<file path="config.mk">
export PLATFORM = sky130hd
export DESIGN_NAME = sensor_calibrate_scale_average_unit
export DESIGN_NICKNAME = d
export VERILOG_FILES = /design/src/design/scsa_pkg.sv /design/src/design/scsa_ram.sv /design/src/design/scsa_div.sv /design/src/design/sensor_calibrate_scale_average_unit.sv
export SDC_FILE = /design/constraint.sdc
export NUM_CORES = 1
export LEC_CHECK = 0
export BUFFER_PORTS_ARGS = -buffer_cell sky130_fd_sc_hd__buf_2
export CAP_MARGIN = 10
export CORE_ASPECT_RATIO = 2
export CORE_MARGIN = 3
export CORE_UTILIZATION = 62
export DETAILED_ROUTE_END_ITERATION = 6
export PLACE_DENSITY = 0.8
export SETUP_SLACK_MARGIN = 0.05
export SKIP_LAST_GASP = 1
export SLEW_MARGIN = 20
export SYNTH_ARGS = -nofsm -noshare
export SYNTH_HDL_FRONTEND = slang
export SYNTH_SLANG_ARGS = --single-unit
</file>
<file path="constraint.sdc">
create_clock -name i_clk -period 8 [get_ports i_clk]
set_clock_uncertainty 0.2 [all_clocks]
set_input_delay 0.8 -clock i_clk [delete_from_list [all_inputs] [get_ports i_clk]]
set_output_delay 0.8 -clock i_clk [all_outputs]
set_load 0.005 [all_outputs]
</file>
<file path="src/design/scsa_pkg.sv">
`timescale 1ns / 1ps

package scsa_pkg;

    // Fixed field widths
    localparam int KIND_W    = 2;
    localparam int SAMPLE_W  = 16;
    localparam int BYTE_W    = 8;
    localparam int TEN_W     = 10;
    localparam int Q8_W      = 24;
    localparam int COUNT_W   = 9;

    // Sample minus limit, and the mapped numerator |diff| * 1023
    localparam int DIFF_W    = SAMPLE_W + 1;
    localparam int MAP_NUM_W = SAMPLE_W + TEN_W;

    typedef logic [KIND_W-1:0]          t_kind;
    typedef logic signed [SAMPLE_W-1:0] t_sample;

    // Request kinds
    localparam t_kind KIND_MEASURE   = 2'd0;
    localparam t_kind KIND_CAL       = 2'd1;
    localparam t_kind KIND_CAL_RESET = 2'd2;
    localparam t_kind KIND_CLEAR     = 2'd3;

    // Limit reset values
    localparam t_sample CAL_LOW_RST  = 16'sd32000;
    localparam t_sample CAL_HIGH_RST = -16'sd32000;

    // Output scale tops
    localparam logic [BYTE_W-1:0] BYTE_TOP = 8'd255;
    localparam logic [TEN_W-1:0]  TEN_TOP  = 10'd1023;

endpackage

</file>
<file path="src/design/scsa_ram.sv">
`timescale 1ns / 1ps

module scsa_ram #(
    parameter int WIDTH = 16,
    parameter int DEPTH = 16
) (
    input  logic                                  i_clk,
    input  logic                                  i_we,
    input  logic [((DEPTH > 1) ? $clog2(DEPTH) : 1)-1:0] i_waddr,
    input  logic [WIDTH-1:0]                      i_wdata,
    input  logic                                  i_re,
    input  logic [((DEPTH > 1) ? $clog2(DEPTH) : 1)-1:0] i_raddr,
    output logic [WIDTH-1:0]                      o_rdata
);

    logic [WIDTH-1:0] r_mem [DEPTH];
    logic [WIDTH-1:0] r_rdata;

    // One write port, one registered read port
    always_ff @(posedge i_clk) begin
        if (i_we) begin
            r_mem[i_waddr] <= i_wdata;
        end
        if (i_re) begin
            r_rdata <= r_mem[i_raddr];
        end
    end

    assign o_rdata = r_rdata;

endmodule

</file>
<file path="src/design/scsa_div.sv">
`timescale 1ns / 1ps

// Unsigned restoring divider, one quotient bit per cycle.
// The numerator arrives left-aligned; i_steps is its significant width.
module scsa_div #(
    parameter int NUM_W = 28,
    parameter int DEN_W = 16
) (
    input  logic                           i_clk,
    input  logic                           i_rst_n,
    input  logic                           i_start,
    input  logic [$clog2(NUM_W+1)-1:0]     i_steps,
    input  logic [NUM_W-1:0]               i_num,
    input  logic [DEN_W-1:0]               i_den,
    output logic                           o_done,
    output logic [NUM_W-1:0]               o_quot
);

    localparam int STEP_W = $clog2(NUM_W + 1);

    logic              r_busy;
    logic              r_done;
    logic [STEP_W-1:0] r_cnt;
    logic [NUM_W-1:0]  r_q;
    logic [DEN_W-1:0]  r_rem;
    logic [DEN_W-1:0]  r_den;

    logic [DEN_W:0]    w_trial;
    logic [DEN_W:0]    w_diff;
    logic              w_ge;

    // Shift in one numerator bit and try the subtract
    assign w_trial = {r_rem, r_q[NUM_W-1]};
    assign w_diff  = w_trial - {1'b0, r_den};
    assign w_ge    = (w_trial >= {1'b0, r_den});

    // Control
    always_ff @(posedge i_clk) begin
        if (!i_rst_n) begin
            r_busy <= 1'b0;
            r_done <= 1'b0;
            r_cnt  <= '0;
        end else begin
            r_done <= 1'b0;
            if (i_start) begin
                r_busy <= 1'b1;
                r_cnt  <= i_steps;
            end else if (r_busy) begin
                r_cnt <= r_cnt - STEP_W'(1);
                if (r_cnt == STEP_W'(1)) begin
                    r_busy <= 1'b0;
                    r_done <= 1'b1;
                end
            end
        end
    end

    // Datapath
    always_ff @(posedge i_clk) begin
        if (i_start) begin
            r_q   <= i_num;
            r_rem <= '0;
            r_den <= i_den;
        end else if (r_busy) begin
            r_q   <= {r_q[NUM_W-2:0], w_ge};
            r_rem <= w_ge ? w_diff[DEN_W-1:0] : w_trial[DEN_W-1:0];
        end
    end

    assign o_done = r_done;
    assign o_quot = r_q;

endmodule

</file>
<file path="src/design/sensor_calibrate_scale_average_unit.sv">
`timescale 1ns / 1ps
// Flow: a request passes the update step, then up to four divisions on the shared
//   one-bit-per-cycle divider (byte map, ten-bit map, Q8 average, averaged map) in turn;
//   a division that is skipped does not start the divider. The input stalls until the
//   result is registered, so a new request is taken only after the last one is through,
//   and a stalled result holds the next request in its last step.
// Reset: synchronous active low; limits go to 32000 / -32000, sum, slot and count to zero.
module sensor_calibrate_scale_average_unit #(
    parameter int WINDOW = 16
) (
    input  logic                                i_clk,
    input  logic                                i_rst_n,
    input  logic                                i_valid,
    output logic                                o_stall,
    input  logic [scsa_pkg::KIND_W-1:0]         i_kind,
    input  logic signed [scsa_pkg::SAMPLE_W-1:0] i_sample_value,
    output logic                                o_valid,
    input  logic                                i_stall,
    output logic [scsa_pkg::BYTE_W-1:0]         o_scaled_byte,
    output logic [scsa_pkg::TEN_W-1:0]          o_scaled_ten_bit,
    output logic signed [scsa_pkg::Q8_W-1:0]    o_average_q8,
    output logic [scsa_pkg::BYTE_W-1:0]         o_scaled_average,
    output logic                                o_average_valid,
    output logic signed [scsa_pkg::SAMPLE_W-1:0] o_cal_low_out,
    output logic signed [scsa_pkg::SAMPLE_W-1:0] o_cal_high_out,
    output logic [scsa_pkg::COUNT_W-1:0]        o_window_count
);

    // Window entries are not cleared; an entry is read on every accept but only used once it has been written.

    localparam int SAMPLE_W  = scsa_pkg::SAMPLE_W;
    localparam int DIFF_W    = scsa_pkg::DIFF_W;
    localparam int MAP_NUM_W = scsa_pkg::MAP_NUM_W;
    localparam int BYTE_W    = scsa_pkg::BYTE_W;
    localparam int TEN_W     = scsa_pkg::TEN_W;
    localparam int Q8_W      = scsa_pkg::Q8_W;
    localparam int IDX_W     = (WINDOW > 1) ? $clog2(WINDOW) : 1;
    localparam int CNT_W     = $clog2(WINDOW + 1);
    localparam int SUM_W     = SAMPLE_W + $clog2(WINDOW);
    localparam int AVG_NUM_W = SUM_W + 8;
    localparam int DIV_NUM_W = (AVG_NUM_W > MAP_NUM_W) ? AVG_NUM_W : MAP_NUM_W;
    localparam int DEN_W     = SAMPLE_W;
    localparam int STEP_W    = $clog2(DIV_NUM_W + 1);

    // Sequencer states
    localparam logic [2:0] ST_IDLE  = 3'd0;
    localparam logic [2:0] ST_UPD   = 3'd1;
    localparam logic [2:0] ST_PREP  = 3'd2;
    localparam logic [2:0] ST_START = 3'd3;
    localparam logic [2:0] ST_DIV   = 3'd4;
    localparam logic [2:0] ST_DONE  = 3'd5;

    // Division jobs, in order
    localparam logic [1:0] OP_SB  = 2'd0;
    localparam logic [1:0] OP_ST  = 2'd1;
    localparam logic [1:0] OP_AVG = 2'd2;
    localparam logic [1:0] OP_SA  = 2'd3;

    // Control state
    logic [2:0]                r_state, n_state;
    logic [1:0]                r_op, n_op;
    logic                      r_out_valid, n_out_valid;
    scsa_pkg::t_sample         r_cal_low, n_cal_low;
    scsa_pkg::t_sample         r_cal_high, n_cal_high;
    logic signed [SUM_W-1:0]   r_sum, n_sum;
    logic [IDX_W-1:0]          r_slot, n_slot;
    logic [CNT_W-1:0]          r_count, n_count;

    // Payload
    scsa_pkg::t_kind           r_kind, n_kind;
    scsa_pkg::t_sample         r_sample, n_sample;
    logic [SUM_W-1:0]          r_nmag, n_nmag;
    logic [DEN_W-1:0]          r_dmag, n_dmag;
    logic                      r_neg, n_neg;
    logic [BYTE_W-1:0]         r_sb, n_sb;
    logic [TEN_W-1:0]          r_st, n_st;
    logic [BYTE_W-1:0]         r_sa, n_sa;
    logic signed [Q8_W-1:0]    r_q8, n_q8;
    scsa_pkg::t_sample         r_avg, n_avg;
    logic [BYTE_W-1:0]         r_o_sb, n_o_sb;
    logic [TEN_W-1:0]          r_o_st, n_o_st;
    logic [BYTE_W-1:0]         r_o_sa, n_o_sa;
    logic signed [Q8_W-1:0]    r_o_q8, n_o_q8;
    scsa_pkg::t_sample         r_o_low, n_o_low;
    scsa_pkg::t_sample         r_o_high, n_o_high;
    logic [scsa_pkg::COUNT_W-1:0] r_o_count, n_o_count;

    logic                      w_accept;
    logic                      w_full;
    logic                      w_map_kind;
    logic [SAMPLE_W-1:0]       w_old;
    scsa_pkg::t_sample         w_x;
    logic signed [DIFF_W-1:0]  w_diff;
    logic signed [DIFF_W-1:0]  w_den;
    logic [DIFF_W-1:0]         w_diff_abs;
    logic [DIFF_W-1:0]         w_den_abs;
    logic [SUM_W-1:0]          w_sum_abs;
    logic                      w_map_zero;
    logic                      w_op_zero;
    logic [MAP_NUM_W-1:0]      w_m;
    logic [MAP_NUM_W-1:0]      w_prod;
    logic [AVG_NUM_W-1:0]      w_avg_num;
    logic [DIV_NUM_W-1:0]      w_div_num;
    logic [STEP_W-1:0]         w_div_steps;
    logic                      w_div_start;
    logic                      w_div_done;
    logic [DIV_NUM_W-1:0]      w_quot;
    logic [BYTE_W-1:0]         w_q_byte;
    logic [TEN_W-1:0]          w_q_ten;
    logic [Q8_W-1:0]           w_q8_mag;
    logic [SAMPLE_W-1:0]       w_avg_mag;
    logic                      w_ram_we;

    assign w_accept   = i_valid && !o_stall;
    assign w_full     = (r_count == CNT_W'(WINDOW));
    assign w_map_kind = (r_kind == scsa_pkg::KIND_MEASURE) || (r_kind == scsa_pkg::KIND_CAL);

    // Map operand: sample, or the truncated average for the last job
    assign w_x        = (r_op == OP_SA) ? r_avg : r_sample;
    assign w_diff     = DIFF_W'(w_x) - DIFF_W'(r_cal_low);
    assign w_den      = DIFF_W'(r_cal_high) - DIFF_W'(r_cal_low);
    assign w_diff_abs = w_diff[DIFF_W-1] ? -w_diff : w_diff;
    assign w_den_abs  = w_den[DIFF_W-1] ? -w_den : w_den;
    assign w_sum_abs  = r_sum[SUM_W-1] ? -r_sum : r_sum;

    // Zero range, zero offset or opposite signs all clamp to zero
    assign w_map_zero = (w_den == '0) || (w_diff == '0) ||
                        (w_diff[DIFF_W-1] != w_den[DIFF_W-1]);

    always_comb begin
        case (r_op)
            OP_SB, OP_ST: w_op_zero = !w_map_kind || w_map_zero;
            OP_AVG:       w_op_zero = (r_count == '0);
            OP_SA:        w_op_zero = (r_count == '0) || w_map_zero;
            default:      w_op_zero = 1'b1;
        endcase
    end

    // Constant scale by shift and subtract, then left-align for the divider
    assign w_m       = MAP_NUM_W'(r_nmag[SAMPLE_W-1:0]);
    assign w_prod    = (r_op == OP_ST) ? ((w_m << TEN_W) - w_m) : ((w_m << BYTE_W) - w_m);
    assign w_avg_num = {r_nmag, 8'b0};
    assign w_div_num = (r_op == OP_AVG) ?
                       (DIV_NUM_W'(w_avg_num) << (DIV_NUM_W - AVG_NUM_W)) :
                       (DIV_NUM_W'(w_prod) << (DIV_NUM_W - MAP_NUM_W));
    assign w_div_steps = (r_op == OP_AVG) ? STEP_W'(AVG_NUM_W) : STEP_W'(MAP_NUM_W);
    assign w_div_start = (r_state == ST_START);

    // Quotient clamps and the signed average pieces
    assign w_q_byte  = (w_quot > DIV_NUM_W'(scsa_pkg::BYTE_TOP)) ?
                       scsa_pkg::BYTE_TOP : w_quot[BYTE_W-1:0];
    assign w_q_ten   = (w_quot > DIV_NUM_W'(scsa_pkg::TEN_TOP)) ?
                       scsa_pkg::TEN_TOP : w_quot[TEN_W-1:0];
    assign w_q8_mag  = w_quot[Q8_W-1:0];
    assign w_avg_mag = w_quot[Q8_W-1:8];

    // Shared divider
    scsa_div #(
        .NUM_W (DIV_NUM_W),
        .DEN_W (DEN_W)
    ) u_div (
        .i_clk   (i_clk),
        .i_rst_n (i_rst_n),
        .i_start (w_div_start),
        .i_steps (w_div_steps),
        .i_num   (w_div_num),
        .i_den   (r_dmag),
        .o_done  (w_div_done),
        .o_quot  (w_quot)
    );

    // Window ring: read the oldest slot on accept, write the new measurement into it in the update step
    assign w_ram_we = (r_state == ST_UPD) && (r_kind == scsa_pkg::KIND_MEASURE);

    scsa_ram #(
        .WIDTH (SAMPLE_W),
        .DEPTH (WINDOW)
    ) u_ring (
        .i_clk   (i_clk),
        .i_we    (w_ram_we),
        .i_waddr (r_slot),
        .i_wdata (r_sample),
        .i_re    (w_accept),
        .i_raddr (r_slot),
        .o_rdata (w_old)
    );

    // Sequencer
    always_comb begin
        n_state     = r_state;
        n_op        = r_op;
        n_out_valid = r_out_valid;
        n_cal_low   = r_cal_low;
        n_cal_high  = r_cal_high;
        n_sum       = r_sum;
        n_slot      = r_slot;
        n_count     = r_count;
        n_kind      = r_kind;
        n_sample    = r_sample;
        n_nmag      = r_nmag;
        n_dmag      = r_dmag;
        n_neg       = r_neg;
        n_sb        = r_sb;
        n_st        = r_st;
        n_sa        = r_sa;
        n_q8        = r_q8;
        n_avg       = r_avg;
        n_o_sb      = r_o_sb;
        n_o_st      = r_o_st;
        n_o_sa      = r_o_sa;
        n_o_q8      = r_o_q8;
        n_o_low     = r_o_low;
        n_o_high    = r_o_high;
        n_o_count   = r_o_count;

        if (r_out_valid && !i_stall) begin
            n_out_valid = 1'b0;
        end

        case (r_state)
            ST_IDLE: begin
                if (w_accept) begin
                    n_kind   = i_kind;
                    n_sample = i_sample_value;
                    n_state  = ST_UPD;
                end
            end
            ST_UPD: begin
                case (r_kind)
                    scsa_pkg::KIND_MEASURE: begin
                        n_sum = r_sum - (w_full ? SUM_W'($signed(w_old)) : '0) +
                                SUM_W'(r_sample);
                        n_slot = (r_slot == IDX_W'(WINDOW - 1)) ? '0 : r_slot + IDX_W'(1);
                        if (!w_full) begin
                            n_count = r_count + CNT_W'(1);
                        end
                    end
                    scsa_pkg::KIND_CAL: begin
                        if (r_sample > r_cal_high) begin
                            n_cal_high = r_sample;
                        end
                        if (r_sample < r_cal_low) begin
                            n_cal_low = r_sample;
                        end
                    end
                    scsa_pkg::KIND_CAL_RESET: begin
                        n_cal_low  = scsa_pkg::CAL_LOW_RST;
                        n_cal_high = scsa_pkg::CAL_HIGH_RST;
                    end
                    default: begin
                        n_sum   = '0;
                        n_slot  = '0;
                        n_count = '0;
                    end
                endcase
                n_op    = OP_SB;
                n_state = ST_PREP;
            end
            ST_PREP: begin
                if (w_op_zero) begin
                    case (r_op)
                        OP_SB:   n_sb = '0;
                        OP_ST:   n_st = '0;
                        OP_AVG: begin
                            n_q8  = '0;
                            n_avg = '0;
                        end
                        default: n_sa = '0;
                    endcase
                    if (r_op == OP_SA) begin
                        n_state = ST_DONE;
                    end else begin
                        n_op = r_op + 2'd1;
                    end
                end else begin
                    n_neg = r_sum[SUM_W-1];
                    if (r_op == OP_AVG) begin
                        n_nmag = w_sum_abs;
                        n_dmag = DEN_W'(r_count);
                    end else begin
                        n_nmag = SUM_W'(w_diff_abs[SAMPLE_W-1:0]);
                        n_dmag = w_den_abs[SAMPLE_W-1:0];
                    end
                    n_state = ST_START;
                end
            end
            ST_START: begin
                n_state = ST_DIV;
            end
            ST_DIV: begin
                if (w_div_done) begin
                    case (r_op)
                        OP_SB:   n_sb = w_q_byte;
                        OP_ST:   n_st = w_q_ten;
                        OP_AVG: begin
                            n_q8  = r_neg ? -$signed(w_q8_mag) : $signed(w_q8_mag);
                            n_avg = r_neg ? -$signed(w_avg_mag) : $signed(w_avg_mag);
                        end
                        default: n_sa = w_q_byte;
                    endcase
                    if (r_op == OP_SA) begin
                        n_state = ST_DONE;
                    end else begin
                        n_op    = r_op + 2'd1;
                        n_state = ST_PREP;
                    end
                end
            end
            ST_DONE: begin
                if (!r_out_valid || !i_stall) begin
                    n_o_sb      = r_sb;
                    n_o_st      = r_st;
                    n_o_sa      = r_sa;
                    n_o_q8      = r_q8;
                    n_o_low     = r_cal_low;
                    n_o_high    = r_cal_high;
                    n_o_count   = scsa_pkg::COUNT_W'(r_count);
                    n_out_valid = 1'b1;
                    n_state     = ST_IDLE;
                end
            end
            default: begin
                n_state = ST_IDLE;
            end
        endcase
    end

    // Control registers
    always_ff @(posedge i_clk) begin
        if (!i_rst_n) begin
            r_state     <= ST_IDLE;
            r_op        <= OP_SB;
            r_out_valid <= 1'b0;
            r_cal_low   <= scsa_pkg::CAL_LOW_RST;
            r_cal_high  <= scsa_pkg::CAL_HIGH_RST;
            r_sum       <= '0;
            r_slot      <= '0;
            r_count     <= '0;
        end else begin
            r_state     <= n_state;
            r_op        <= n_op;
            r_out_valid <= n_out_valid;
            r_cal_low   <= n_cal_low;
            r_cal_high  <= n_cal_high;
            r_sum       <= n_sum;
            r_slot      <= n_slot;
            r_count     <= n_count;
        end
    end

    // Payload registers
    always_ff @(posedge i_clk) begin
        r_kind    <= n_kind;
        r_sample  <= n_sample;
        r_nmag    <= n_nmag;
        r_dmag    <= n_dmag;
        r_neg     <= n_neg;
        r_sb      <= n_sb;
        r_st      <= n_st;
        r_sa      <= n_sa;
        r_q8      <= n_q8;
        r_avg     <= n_avg;
        r_o_sb    <= n_o_sb;
        r_o_st    <= n_o_st;
        r_o_sa    <= n_o_sa;
        r_o_q8    <= n_o_q8;
        r_o_low   <= n_o_low;
        r_o_high  <= n_o_high;
        r_o_count <= n_o_count;
    end

    assign o_stall          = (r_state != ST_IDLE) || !i_rst_n;
    assign o_valid          = r_out_valid;
    assign o_scaled_byte    = r_o_sb;
    assign o_scaled_ten_bit = r_o_st;
    assign o_average_q8     = r_o_q8;
    assign o_scaled_average = r_o_sa;
    assign o_average_valid  = (r_o_count != '0);
    assign o_cal_low_out    = r_o_low;
    assign o_cal_high_out   = r_o_high;
    assign o_window_count   = r_o_count;

endmodule

</file>
# [Yosys cells after proc, flatten, opt, wreduce, memory -nomap -nowiden]
# Memory sizes are Yosys's and may differ from the RTL's. A register that Yosys moved wholly into a read port is not among the register bits.
# Index checks and enable logic that the tools add are counted.
[op_classes] n_reduce_logical=45 muxes=74 bitwise=4 add_sub_neg=16 order_cmp=5 n_eq_ne=30
[ops] op="$mux 16" n=12
[ops] op="$mux 24" n=5
[ops] op="$pmux 16 s2" n=3
[ops] op="$mux 28" n=3
[ops] op="$mux 8" n=9
[ops] op="$mux 10" n=5
[ops] op="$neg 16->16" n=3
[ops] op="$pmux 24 s2" n=1
[ops] op="$pmux 20 s2" n=1
[ops] op="$logic_not 17->1" n=2
[ops] op="$sub 16x16->17" n=2
[ops] op="$pmux 8 s2" n=2
[ops] op="$gt 28x10->1 const B" n=1
[ops] op="$gt 28x8->1 const B" n=1
[ops] op="$mux 26" n=1
[ops] op="$sub 26x16->26" n=1
[ops] op="$sub 24x16->25" n=1
[ops] op="$neg 24->24" n=1
[ops] op="$mux 3" n=7
[ops] op="$add 20x20->20" n=1
[ops] op="$mux 20" n=1
[ops] op="$mux 5" n=4
[ops] op="$ne 2x2->1 const B" n=10
[ops] op="$neg 20->20" n=1
[ops] op="46 further kinds" n=96
[totals] elab_cells=209 ramBits=256 mem_count=1 regBits=342
[mem_list] memory="u_ring.r_mem" words=16 width=16 rd=1 rd_clocked_by_memory_dff=1 wr=1 line="scsa_ram.sv:16" text="logic [WIDTH-1:0] r_mem [DEPTH];"

# [Depth between registers and ports, before layout]
# Gate-level depths: netlist (run 1).
[depth] ltp_word=10 mapped_depth=20

# [Hierarchy]
# A second synthesis (run 1) with hierarchy kept.
[hier_totals] cells_unflattened=2577 hier_area_um2=31257.5
[modules_own_cells] mod="sensor_calibrate_scale_average_unit" n_inst=1 seq_area_each_um2=7587.3 cells_per_inst=1802 area_per_inst_um2=17327.9
[modules_own_cells] mod="scsa_ram" n_inst=1 seq_area_each_um2=8167.8 cells_per_inst=432 area_per_inst_um2=10202.3
[modules_own_cells] mod="scsa_div" n_inst=1 seq_area_each_um2=1781.7 cells_per_inst=343 area_per_inst_um2=3727.3

# [Worst setup path before layout (run 1)]
# No wires, ideal clock.
[synth_path] kind="register -> register" startpoint="register r_op[0]" endpoint="register r_state[1]" slack_ns=2.035 path_buffers=2 stages_incl_launch_ff=17 t_arrival_ns=5.699 setup_time_ns=0.066 period_less_slack_ns=5.965 cell_sequence="dfxtp_1 ha_1 clkbuf_1 clkbuf_1 o21ai_0 fa_1 a21oi_1 o21ai_0 a21oi_1 o221ai_1 a21o_1 nor3_1 nor4_2 o311ai_1 nand2_2 nor2_1 o2111a_1"
[synth_between] elab_chain_len=10 elab_cells_between_ends=20 classes_between="add/sub: 1; eq/ne: 5; mux: 6; reduce/logical: 8"
[synth_rtl] item="start, declared" line="sensor_calibrate_scale_average_unit.sv:61" text="logic [1:0] r_op, n_op;"
[synth_rtl] item="start signal, assigned" line="sensor_calibrate_scale_average_unit.sv:341" text="r_op <= n_op;"
[synth_rtl] item="$eq 2x2->1"
[synth_rtl] item="$mux 16" line="sensor_calibrate_scale_average_unit.sv:119" text="assign w_x = (r_op == OP_SA) ? r_avg : r_sample;"
[synth_rtl] item="$sub 16x16->17" line="sensor_calibrate_scale_average_unit.sv:120" text="assign w_diff = DIFF_W'(w_x) - DIFF_W'(r_cal_low);"
[synth_rtl] item="$logic_not 17->1" line="sensor_calibrate_scale_average_unit.sv:127" text="assign w_map_zero = (w_den == '0) || (w_diff == '0) ||"
[synth_rtl] item="$logic_or 1x1->1 (2 in a row)" line="sensor_calibrate_scale_average_unit.sv:127"
[synth_rtl] item="$logic_or 1x1->1, on equally long branches" line="sensor_calibrate_scale_average_unit.sv:134, sensor_calibrate_scale_average_unit.sv:132"
[synth_rtl] item="$pmux 1 s3" line="sensor_calibrate_scale_average_unit.sv:131" text="case (r_op)"
[synth_rtl] item="$mux 3 or $ne 3x3->1 (tied branches)"
[synth_rtl] item="$pmux 3 s6 or $reduce_and 4->1 (tied branches)"
[synth_rtl] item="end signal, assigned" line="sensor_calibrate_scale_average_unit.sv:340" text="r_state <= n_state;"
[synth_rtl] item="end, declared" line="sensor_calibrate_scale_average_unit.sv:60" text="logic [2:0] r_state, n_state;"
# Parallel ways exist; a longest one is shown, timed or not. The select of a mux whose other input is x is not followed.
# A chain may end at the register's enable or synchronous reset.

# [Final worst setup path (run 1)]
[layout_path] startpoint="register r_op[0]" endpoint="register r_st[6], enable pin"
[layout_between] elab_chain_len=10 elab_cells_between_ends=18 classes_between="add/sub: 1; eq/ne: 7; mux: 2; reduce/logical: 8"
[layout_rtl] item="$eq 2x2->1" line="sensor_calibrate_scale_average_unit.sv:119, sensor_calibrate_scale_average_unit.sv:131"
[layout_rtl] item="$mux 16" line="sensor_calibrate_scale_average_unit.sv:119"
[layout_rtl] item="$sub 16x16->17" line="sensor_calibrate_scale_average_unit.sv:120"
[layout_rtl] item="$logic_not 17->1" line="sensor_calibrate_scale_average_unit.sv:127"
[layout_rtl] item="$logic_or 1x1->1 (2 in a row)" line="sensor_calibrate_scale_average_unit.sv:127"
[layout_rtl] item="$logic_or 1x1->1, on equally long branches" line="sensor_calibrate_scale_average_unit.sv:134, sensor_calibrate_scale_average_unit.sv:132"
[layout_rtl] item="$pmux 1 s3" line="sensor_calibrate_scale_average_unit.sv:131"
[layout_rtl] item="$ne 2x2->1 (no source line)"
[layout_rtl] item="$reduce_and 5->1 (no source line) (*)"
[layout_rtl] item="end signal, assigned" line="sensor_calibrate_scale_average_unit.sv:359" text="r_st <= n_st;"
[layout_rtl] item="end, declared" line="sensor_calibrate_scale_average_unit.sv:76" text="logic [TEN_W-1:0] r_st, n_st;"
# Mark *: on every way between the ends. The rest lies on a longest branch, timed or not.

==> out/qor.csv, run 1 <==
metric;value;unit
outcome;finished with violations;
violations;design-rule violations;
clock_latency;0.62;ns
vias_per_cell;6.40;
cts_setup_buffers;0;
route.detailed.drc;7;
synth_area_leaders;edfxtp_1 51%, dfxtp_1 5.9%, mux4_2 5.9%;
p_leak;12.4;nW
p_int;6.12;mW
drt_iter0_drc;1706;
synthCells;2496;
grt_max_degree;78;
pwr-share-comb;26.4;%
finalWirelength;83700;microns
p_sw;2.84;mW
dieWidth;163;microns
synth_edf_count;524;
gr-total-overflow;0;
yosysTopAreaCell;edfxtp_1;
ys_seq_area_share;57.1;%
drt_first_pass_iters;7;
nets;2781;
max_clock_freq;0.164;GHz
synth.top_cell.area_share;51.2;%
cts_resized;0;
hold_buffers;0;
place_hpwl;59300;microns
htreeDepth;2;
gp_congestion;0.935;
clockRootBuffer;clkbuf_16;
hold_viol_final;0;
numClockSinks;614;
fin_cells;3281;
grt_pass1_wl;126000;microns
p_per_area;265;mW/mm^2
io_buffer_count;111;
worstPathMaxFanout;16;
die-area;0.0524;sq mm
period_share;76.3;%
clkPwrFrac;28.9;%
core-area;0.0486;sq mm
startpoint_type;flop;
drv_slew;0;
netSwitchingFraction;31.7;%
crit_required;8.04;ns
ant_nets;0;
synth_flop_cell;edfxtp_1;
yosysUniqueCellTypes;82;
crit_type;reg2reg;
clk_pin_slew_worst_paths;0.08;ns
syn_area;0.0307;sq mm
syn_avg_cell_area;12.3;sq um
setup_viol;0;
endpoint_kind;flop;
critPathArrivalTime;6.14;ns
slew_headroom;22.8;%
num_rows;114;
drive_gt1_share;13.4;%
ios;116;
ys_ff_latch;614;
hold_path.class;in2reg;
area_delta_synth_final;9.97;%
cts_max_path_buffers;3;
wire_per_inst;25.5;microns
die_height;321;microns
cts_buffers;52;
dp_cells;3184;
cts_tree;built;
grt.total_usage;32.1;%
antenna_found_initial;1;
seqPwrFrac;44.7;%
vdd_drop_max;0.000231;V
async_reset_ff_share;0;%
worst_slew_pin_slew;1.15;ns
finalPower;8.96;mW
setup_tns;0;ns
dr_total_vias;21000;
grt_pass1_vias;21500;
maxCapViolations;0;
fin_crit;6.11;ns
rsz0062_at_grt;false;
initial_utilization;63.2;%
ys_warn_count;0;
## flip-flops by register name, indices dropped and copies added (netlist names), 20 cells and up
register      cells
o_average_q8     24
u_div.o_quot     28
r_sum            20
r_nmag           20
u_ring.r_mem    256
r_q8             24
## cell usage after synthesis, types with 13 or more instances
| library cell | number |
|---|---|
| edfxtp_1 | 524 |
| nand4_1 | 13 |
| ha_1 | 136 |
| nand2b_1 | 14 |
| a21oi_1 | 127 |
| o21a_1 | 21 |
| o31ai_1 | 25 |
| xor2_1 | 61 |
| dfxtp_1 | 90 |
| and2_1 | 31 |
| buf_1 | 17 |
| fa_1 | 22 |
| xnor2_1 | 98 |
| a22oi_1 | 17 |
| mux2i_1 | 22 |
| nor3_1 | 50 |
| a21o_1 | 44 |
| nand3_1 | 47 |
| mux4_2 | 80 |
| nor2b_1 | 58 |
| a31oi_1 | 19 |
| o21ai_0 | 150 |
| inv_1 | 178 |
| nor2_1 | 172 |
| or3_1 | 25 |
| nand2_1 | 168 |
| clkbuf_1 | 80 |
| and3_1 | 13 |
| o21bai_1 | 14 |
| a211oi_1 | 16 |
## layer usage
layer / part of all wire (%) / routed length, microns / global-route usage [%] / up-vias
li1: - / - / - / 9399
met1: 31 / 25600 / 31.5 / 10200
met2: 53 / 44000 / 58.1 / 1054
met3: 6.3 / 5280 / 4.74 / 376
met4: 11 / 8820 / 27.2 / 2
met5: 0.019 / 16 / 0 / -
## critical path, stage by stage (launching register included)
cell	delay (ns)
dfxtp_1	0.48
ha_1	0.60
mux2i_1	0.31
ha_1	0.19
inv_1	0.05
fa_1	0.43
a21oi_1	0.35
o21ai_0	0.13
a21oi_1	0.36
o221ai_1	0.27
a2111oi_0	0.53
nor3_1	0.18
nor4_2	0.33
o311ai_1	0.17
nand2_2	0.23
a21boi_0	0.19
nor2b_1	0.72
## path summary, 6_finish.rpt
check	endpoint	start	slack, ns	depth (start not counted)
worst max-delay path	r_st[6]	r_op[0]	1.89	16
worst min-delay path	r_sample[11]	i_sample_value[11]	0.16	1
worst max register to register	r_st[6]	r_op[0]	1.89	16
worst min register to register	u_div.r_den[9]	r_dmag[9]	0.22	0
## metrics by stage
stage	hold WS (ns)	setup slack (ns)	instance area, sq um	utilization [%]
floorplan	0.200	2.03	30700	-
global placement	0.201	2.23	32000	65.9
detailed placement	0.205	2.04	32000	65.9
CTS	0.142	1.99	33700	69.4
global route	0.151	1.57	33800	69.5
finish	0.158	1.89	33800	69.5
## cells in the final DEF, fill, tap and decap left out, types with 8 or more instances in the layout
master / n
nor2b_1: 58
buf_2: 111
a21boi_0: 12
buf_4: 41
nor2_1: 171
mux4_2: 80
or2_2: 12
o41ai_1: 8
nor4b_1: 9
o31ai_1: 25
a22oi_1: 17
clkbuf_16: 52
a211oi_1: 16
xor2_1: 61
o211ai_1: 12
o221ai_1: 8
nand2_1: 167
ha_1: 135
edfxtp_1: 524
and3_1: 13
o21bai_1: 14
a21oi_1: 126
inv_1: 178
clkinv_1: 13
o21ai_0: 149
a31oi_1: 19
nand2b_1: 14
nand3_1: 47
and2_1: 30
fa_1: 22
dfxtp_1: 88
nor3_1: 45
a21o_1: 44
xnor2_1: 98
o21a_1: 21
mux2i_1: 22
nand4_1: 13
or3_1: 25
## power groups by stage
stage	clock network, mW	registers (mW)	logic, mW
final	2.59	4.01	2.36
after global placement	0	4.05	2.23
after global routing	2.72	4.02	2.60
after CTS	2.61	4.00	2.33
after detailed placement	0	4.07	2.31
after floorplan	0	3.98	1.71
## layout make-up
type | count | area (sq um)
fill | 3296 | 14900
multi-input combinational | 1598 | 12200
tap | 638 | 798
sequential | 614 | 17500
inverter | 182 | 683
clock buffer | 59 | 1330
antenna | 1 | 2.50
clock inverter | 36 | 387
timing repair buffer | 153 | 891
## kinds of logic after synthesis
logic type | after synthesis | synth area share [%]
compound gates | 534 | 11.1
xor+xnor | 159 | 4.53
fa+ha+maj | 158 | 6.97
buf+inv | 287 | 3.59
flops | 614 | 57.1
mux | 106 | 6.73
other cells | 1 | 0.0122
simple gates | 637 | 9.99
No activity file was read; power rests on OpenSTA's default activity.
==> inputs of run 2 (changes only) <==
Settings changed: ABC_AREA set to 1, CORE_UTILIZATION 62 to 63, PLACE_DENSITY 0.8 to 0.81.
Clock period 8 ns to 5.77 ns, I/O delays scaled along.
==> run 2 against run 1 <==
  * Combinational power up 34%
  * Maximum frequency up 24%
  * The run still ends with design-rule violations left
  * Design area up 2.5%
  * First-iteration DRC count up 41%
  * Critical path type unchanged
  * Critical path depth up 3
  * Synthesized cell count up 33%
  * Clock-buffer cell count down 3
  * Flip-flop and latch count unchanged
==> out/qor.csv, run 2 <==
metric;value;unit;change
synth_flop_cell;edfxtp_1;;unchanged
ys_ff_latch;614;;unchanged
dieWidth;164;microns;was 163 microns
slew_headroom;26.2;%;was 22.8%
core-area;0.0492;sq mm;was 0.0486 sq mm
endpoint_kind;flop;;unchanged
cpMaxStageDelayCell;edfxtp_1;;was nor2b_1
grt.total_usage;35.2;%;was 32.1%
cp_num_buf_inv;6;;was 1
grt_max_degree;69;;was 78
worstPathMaxFanout;21;;was 16
yosysUniqueCellTypes;60;;was 82
syn_area;0.0313;sq mm;was 0.0307 sq mm
htreeDepth;2;;unchanged
route.detailed.drc;1;;was 7
area_delta_synth_final;10.5;%;was 9.97%
setup_tns;0;ns;unchanged
clock_latency;0.62;ns;about the same
grt_pass1_wl;140000;microns;was 126000 microns
drive_gt1_share;9.37;%;was 13.4%
setup_viol;0;;unchanged
place_hpwl;67700;microns;was 59300 microns
numClockSinks;614;;unchanged
die-area;0.0526;sq mm;was 0.0524 sq mm
final_common_cell;nand2_1;;was edfxtp_1
io_buffer_count;111;;unchanged
vdd_drop_max;0.000329;V;was 0.000231 V
worst_slew_pin_slew;1.10;ns;was 1.15 ns
cts_buffers;49;;was 52
diodes;0;;was 1
drt_first_pass_iters;7;;unchanged
yosysTopAreaCell;edfxtp_1;;unchanged
gr-total-overflow;0;;unchanged
fin_crit;4.91;ns;was 6.11 ns
ys_warn_count;0;;unchanged
startpoint_type;flop;;unchanged
p_leak;13.8;nW;was 12.4 nW
synth_area_leaders;edfxtp_1 50%, nand2_1 6.8%, dfxtp_1 5.7%;;was edfxtp_1 51%, dfxtp_1 5.9%, mux4_2 5.9%
initial_utilization;63.7;%;was 63.2%
cts_tree;built;;unchanged
hold_buffers;16;;was 0
antenna_found_initial;0;;was 1
num_rows;115;;was 114
final_cell_area;0.0346;sq mm;was 0.0338 sq mm
gp_congestion;1.02;;was 0.935
wire_per_inst;22.7;microns;was 25.5 microns
period_share;85.1;%;was 76.3%
crit_required;5.89;ns;was 8.04 ns
dp_cells;4013;;was 3184
ant_nets;0;;unchanged
synth.most_common_cell;nand2_1;;was edfxtp_1
cts_resized;0;;unchanged
crit_type;reg2reg;;unchanged
synth.top_cell.area_share;50.2;%;was 51.2%
max_clock_freq;0.204;GHz;was 0.164 GHz
violations;design-rule violations;;unchanged
largest_register;u_ring.r_mem;;unchanged
fin_hold_ws;0.0216;ns;was 0.158 ns
layout_common_cells;568 x nand2_1, 524 x edfxtp_1, 429 x inv_1;;was 524 x edfxtp_1, 178 x inv_1, 171 x nor2_1
outcome;finished with violations;;unchanged
maxCapViolations;0;;unchanged
vias_per_cell;6.18;;was 6.40
drv_slew;0;;unchanged
critPathTopFamily;buffers and inverters;;was compound AO/OA/AOI/OAI gates
cts_max_path_buffers;3;;unchanged
hold_path.class;in2reg;;unchanged
critical_path.max_stage_delay;0.84;ns;was 0.72 ns
die_height;321;microns;about the same
drt_iter0_drc;2407;;was 1706
ys_seq_area_share;56.0;%;was 57.1%
fin_cells;4122;;was 3281
clockRootBuffer;clkbuf_16;;unchanged
hold_viol_final;0;;unchanged
placed_cell_area;0.0328;sq mm;was 0.0320 sq mm
rsz0062_at_grt;false;;unchanged
synth_edf_count;524;;unchanged
path_cells;inv_1, o21ai_0, ha_1, nand2_1, inv_1, a21oi_1, inv_1, a21oi_1, nand2_1, nand2_1, nand2_2, inv_2, nand2_1, nand2_1, nand2_2, nand2_2, nand2_4, inv_1, buf_12;;was ha_1, mux2i_1, ha_1, inv_1, fa_1, a21oi_1, o21ai_0, a21oi_1, o221ai_1, a2111oi_0, nor3_1, nor4_2, o311ai_1, nand2_2, a21boi_0, nor2b_1
finalWirelength;93700;microns;was 83700 microns
ios;116;;unchanged
cts_setup_buffers;0;;unchanged
yosys-top-cells-count;568 x nand2_1, 524 x edfxtp_1, 430 x inv_1;;was 524 x edfxtp_1, 178 x inv_1, 172 x nor2_1
async_reset_ff_share;0;%;unchanged
critPathArrivalTime;5.03;ns;was 6.14 ns
dr_total_vias;25500;;was 21.0k
syn_avg_cell_area;9.47;sq um;was 12.3 sq um
synthCells;3308;;was 2496
largest_reg_flops;256;;unchanged
p_per_area;350;mW/mm^2;was 265 mW/mm^2
nets;3618;;was 2781
critPathMostFrequentCell;nand2_1;;
grt_pass1_vias;25300;;was 21.5k
clk_pin_slew_worst_paths;0.07;ns;was 0.08 ns
==> run 2: cell types whose count changed after synthesis, sizes merged, moves of 69 or more <==
cell / before / now
nand2: 169 / 593
inv: 179 / 434
nor2: 172 / 359
o21ai: 152 / 337
a21oi: 127 / 241
xnor2: 98 / 12
mux4: 80 / 0
o22ai: 3 / 72
==> run 2: layer usage <==
layer  GRT usage, %  up-vias  wire length [microns]
met4           27.7        0                   9060
met1           35.3    11900                  29400
met5              0        -                      0
met3           4.45      440                   6140
li1               -    11700                      -
met2           64.4     1499                  49100
==> run 2: logic make-up after synthesis <==
kind of cell               after synthesis  synth area share, %
and+or+nand+nor                       1190                 16.0
AOI/OAI and AO/OA                      767                 13.7
DFF                                    614                 56.0
buffers and inverters                  548                 6.67
adders and majority gates              158                 6.83
xor gates and xnor gates                30                0.838
other                                    1               0.0120
==> run 2: stage by stage <==
step | utilization, % | setup slack [ns] | power (mW)
CTS | 70.3 | 0.926 | 12.0
floorplan | - | 0.633 | 7.60
detailed placement | 66.6 | 0.960 | 8.52
global route | 70.4 | 0.544 | 12.6
global placement | 66.6 | 1.12 | 8.42
finish | 70.4 | 0.861 | 12.1
==> run 2: cell type report <==
class | count | area, sq um
inverter | 438 | 1640
timing repair buffer | 186 | 1180
sequential | 614 | 17500
clock buffer | 56 | 1250
tap | 643 | 805
fill | 3591 | 14600
multi-input combinational | 2149 | 11800
clock inverter | 36 | 442
==> run 2: path summary, 6_finish.rpt <==
check                    startpoint             end  slack [ns]  depth (start not counted)
setup / recovery       r_sample[11]      r_nmag[17]        0.86                         19
hold reg to reg           r_dmag[9]  u_div.r_den[9]        0.22                          0
setup reg to reg       r_sample[11]      r_nmag[17]        0.86                         19
hold / removal    i_sample_value[0]     r_sample[0]        0.02                          1
==> run 2: power by group <==
group | internal [mW] | switching (mW) | total (mW)
sequential | 5.21 | 0.172 | 5.38
combinational | 0.973 | 2.20 | 3.17
clock | 1.91 | 1.65 | 3.57
total | 8.10 | 4.03 | 12.1
==> inputs of run 3 (changes only) <==
Settings changed: CORE_UTILIZATION 63 to 40, PLACE_DENSITY 0.81 to not set.
==> run 3 against run 2 <==
  * The run now ends clean
  * Worst hold slack improved by 0.070 ns
  * Core utilization fell by 25 points
  * Register-to-register slack barely moved
  * Sequential share of layout area fell by 0.96 points
  * Setup slack improved by 0.010 ns
  * Non-clock buffer count did not move
  * Maximum frequency rose by 0.21%
  * Critical path depth rose by 1
  * Clock power rose by 9.5%
  * Power rose by 2.2%
  * Largest power group unchanged
==> out/qor.csv, run 3 (synthesis results as in run 2) <==
metric;value;unit;change
vias_per_cell;5.39;;was 6.18
die_height;402;microns;was 321 microns
nets;3623;;was 3618
hold_viol_final;0;;unchanged
crit_required;5.83;ns;was 5.89 ns
seqCellArea;0.0175;sq mm;unchanged
clockRootBuffer;clkbuf_16;;unchanged
fin_crit;4.90;ns;was 4.91 ns
fill_cells;7367;;was 3591
fin_hold_ws;0.0914;ns;was 0.0216 ns
numClockSinks;614;;unchanged
worstPathMaxFanout;40;;was 21
initial_utilization;40.5;%;was 63.7%
cts_max_path_buffers;3;;unchanged
place_ws;0.918;ns;was 0.960 ns
worst_slew_pin_slew;1.11;ns;was 1.10 ns
hold_path.class;in2reg;;unchanged
ff2ff_path_depth;20;;was 19
placed_cell_area;0.0332;sq mm;was 0.0328 sq mm
largest_reg_flops;256;;unchanged
critPathArrivalTime;4.96;ns;was 5.03 ns
grt_pass1_vias;24200;;was 25.3k
drv_slew;0;;unchanged
final_cell_area;0.0353;sq mm;was 0.0346 sq mm
endpoint_kind;flop;;unchanged
outcome;finished, final reports clean;;was finished with violations
layout_common_cells;568 x nand2_1, 524 x edfxtp_1, 428 x inv_1;;was 568 x nand2_1, 524 x edfxtp_1, 429 x inv_1
p_leak;13.9;nW;was 13.8 nW
rsz0062_at_grt;false;;unchanged
r2r-end;r_q8[23];;was r_nmag[17]
io_buffer_count;111;;unchanged
grt_max_degree;94;;was 69
reg2reg_from;r_sample[1];;was r_sample[11]
dieWidth;204;microns;was 164 microns
core-area;0.0773;sq mm;was 0.0492 sq mm
gr-total-overflow;0;;unchanged
crit_end;r_q8[23];;was r_nmag[17]
cts_buffers;54;;was 49
grt.total_usage;22.4;%;was 35.2%
setup_viol;0;;unchanged
wire_per_inst;20.7;microns;was 22.7 microns
num_rows;144;;was 115
die-area;0.0820;sq mm;was 0.0526 sq mm
htreeDepth;2;;unchanged
startpoint_type;flop;;unchanged
maxCapViolations;0;;unchanged
clk_pin_slew_worst_paths;0.07;ns;about the same
period_share;84.9;%;was 85.1%
route.detailed.drc;0;;was 1
ant_nets;0;;unchanged
cts_tree;built;;unchanged
drt_iter0_drc;1602;;was 2407
grt_pass1_wl;139000;microns;was 140000 microns
gp_congestion;0.947;;was 1.02
p_per_area;351;mW/mm^2;was 350 mW/mm^2
area_delta_synth_final;12.6;%;was 10.5%
r2r_slack;0.87;ns;was 0.86 ns
dr_total_vias;24300;;was 25.5k
setup_ws;0.871;ns;was 0.861 ns
drt_first_pass_iters;5;;was 7
multiInputGateArea;0.0118;sq mm;about the same
finalPower;12.4;mW;was 12.1 mW
largest_register;u_ring.r_mem;;unchanged
finalWirelength;93300;microns;was 93700 microns
antenna_found_initial;1;;was 0
vdd_drop_max;0.000235;V;was 0.000329 V
drive_gt1_share;9.60;%;was 9.37%
final_common_cell;nand2_1;;unchanged
clock_latency;0.64;ns;was 0.62 ns
setup_tns;0;ns;unchanged
slew_headroom;25.9;%;was 26.2%
crit_type;reg2reg;;unchanged
ios;116;;unchanged
critPathLaunch;r_sample[1];;was r_sample[11]
place_hpwl;69600;microns;was 67700 microns
max_clock_freq;0.204;GHz;about the same
run 3: repair_timing:
item                                   CTS  global route
setup buffers                            0             0
setup endpoints to repair                0             0
resized for setup                        0             0
endpoints found under the hold margin   18             0
hold buffers                            18             0
run 3: layer usage:
metal  vias to the layer above  wire length (microns)  track usage, %  share of wire [%]
li1                      11700                      -               -                  -
met1                     11500                  30900            21.5                 33
met2                       766                  50400            42.9                 54
met3                       333                   3530            2.29                3.8
met4                         0                   8450            17.5                9.1
met5                         -                      0               0                  0
run 3: final cells by class:
type / count / area share [%]
flip-flops and latches: 614 / 49.7
multi-input cells: 2149 / 33.3
inverters: 438 / 4.66
clock buffers: 62 / 4.00
well taps: 1022 / 3.62
repair buffers: 186 / 3.30
clock inverters: 39 / 1.42
diodes: 1 / 0.00709
run 3: power by group:
group          total [mW]  switching, mW  internal (mW)
Sequential           5.40          0.192           5.21
Clock                3.91           1.71           2.19
Combinational        3.08           2.12          0.966
Total                12.4           4.02           8.37
run 3: stage by stage:
stage          util (%)  cells
5_1_grt            45.7   4511
3_3_place_gp       43.0   4391
4_1_cts            45.7   4510
3_5_place_dp       43.0   4391
6_report           45.7   4511
2_1_floorplan         -   3311
run 3: critical path, cell delays in order, from the launching register on:
cell      delay (ns)
edfxtp_1        0.89
inv_1           0.23
o21ai_0         0.36
fa_1            0.49
inv_1           0.10
ha_1            0.18
inv_1           0.06
nor2_2          0.09
nand3_1         0.09
nor2_1          0.17
nand3_1         0.13
nor2_1          0.18
nand3_1         0.12
nand3_1         0.08
nand2_1         0.12
nand2_2         0.11
nand2_2         0.07
nand2_4         0.09
o21ai_2         0.12
nor3_4          0.16
buf_4           0.46
run 3: worst min path at each step:
stage,startpoint,end,cells past startpoint
3_5_place_dp,r_sa[7],o_scaled_average[7],0
5_1_grt,i_stall,o_valid,3
2_1_floorplan,r_q8[0],o_average_q8[0],0
3_3_place_gp,r_dmag[5],u_div.r_den[5],0
6_report,i_stall,o_valid,3
4_1_cts,i_stall,o_valid,3
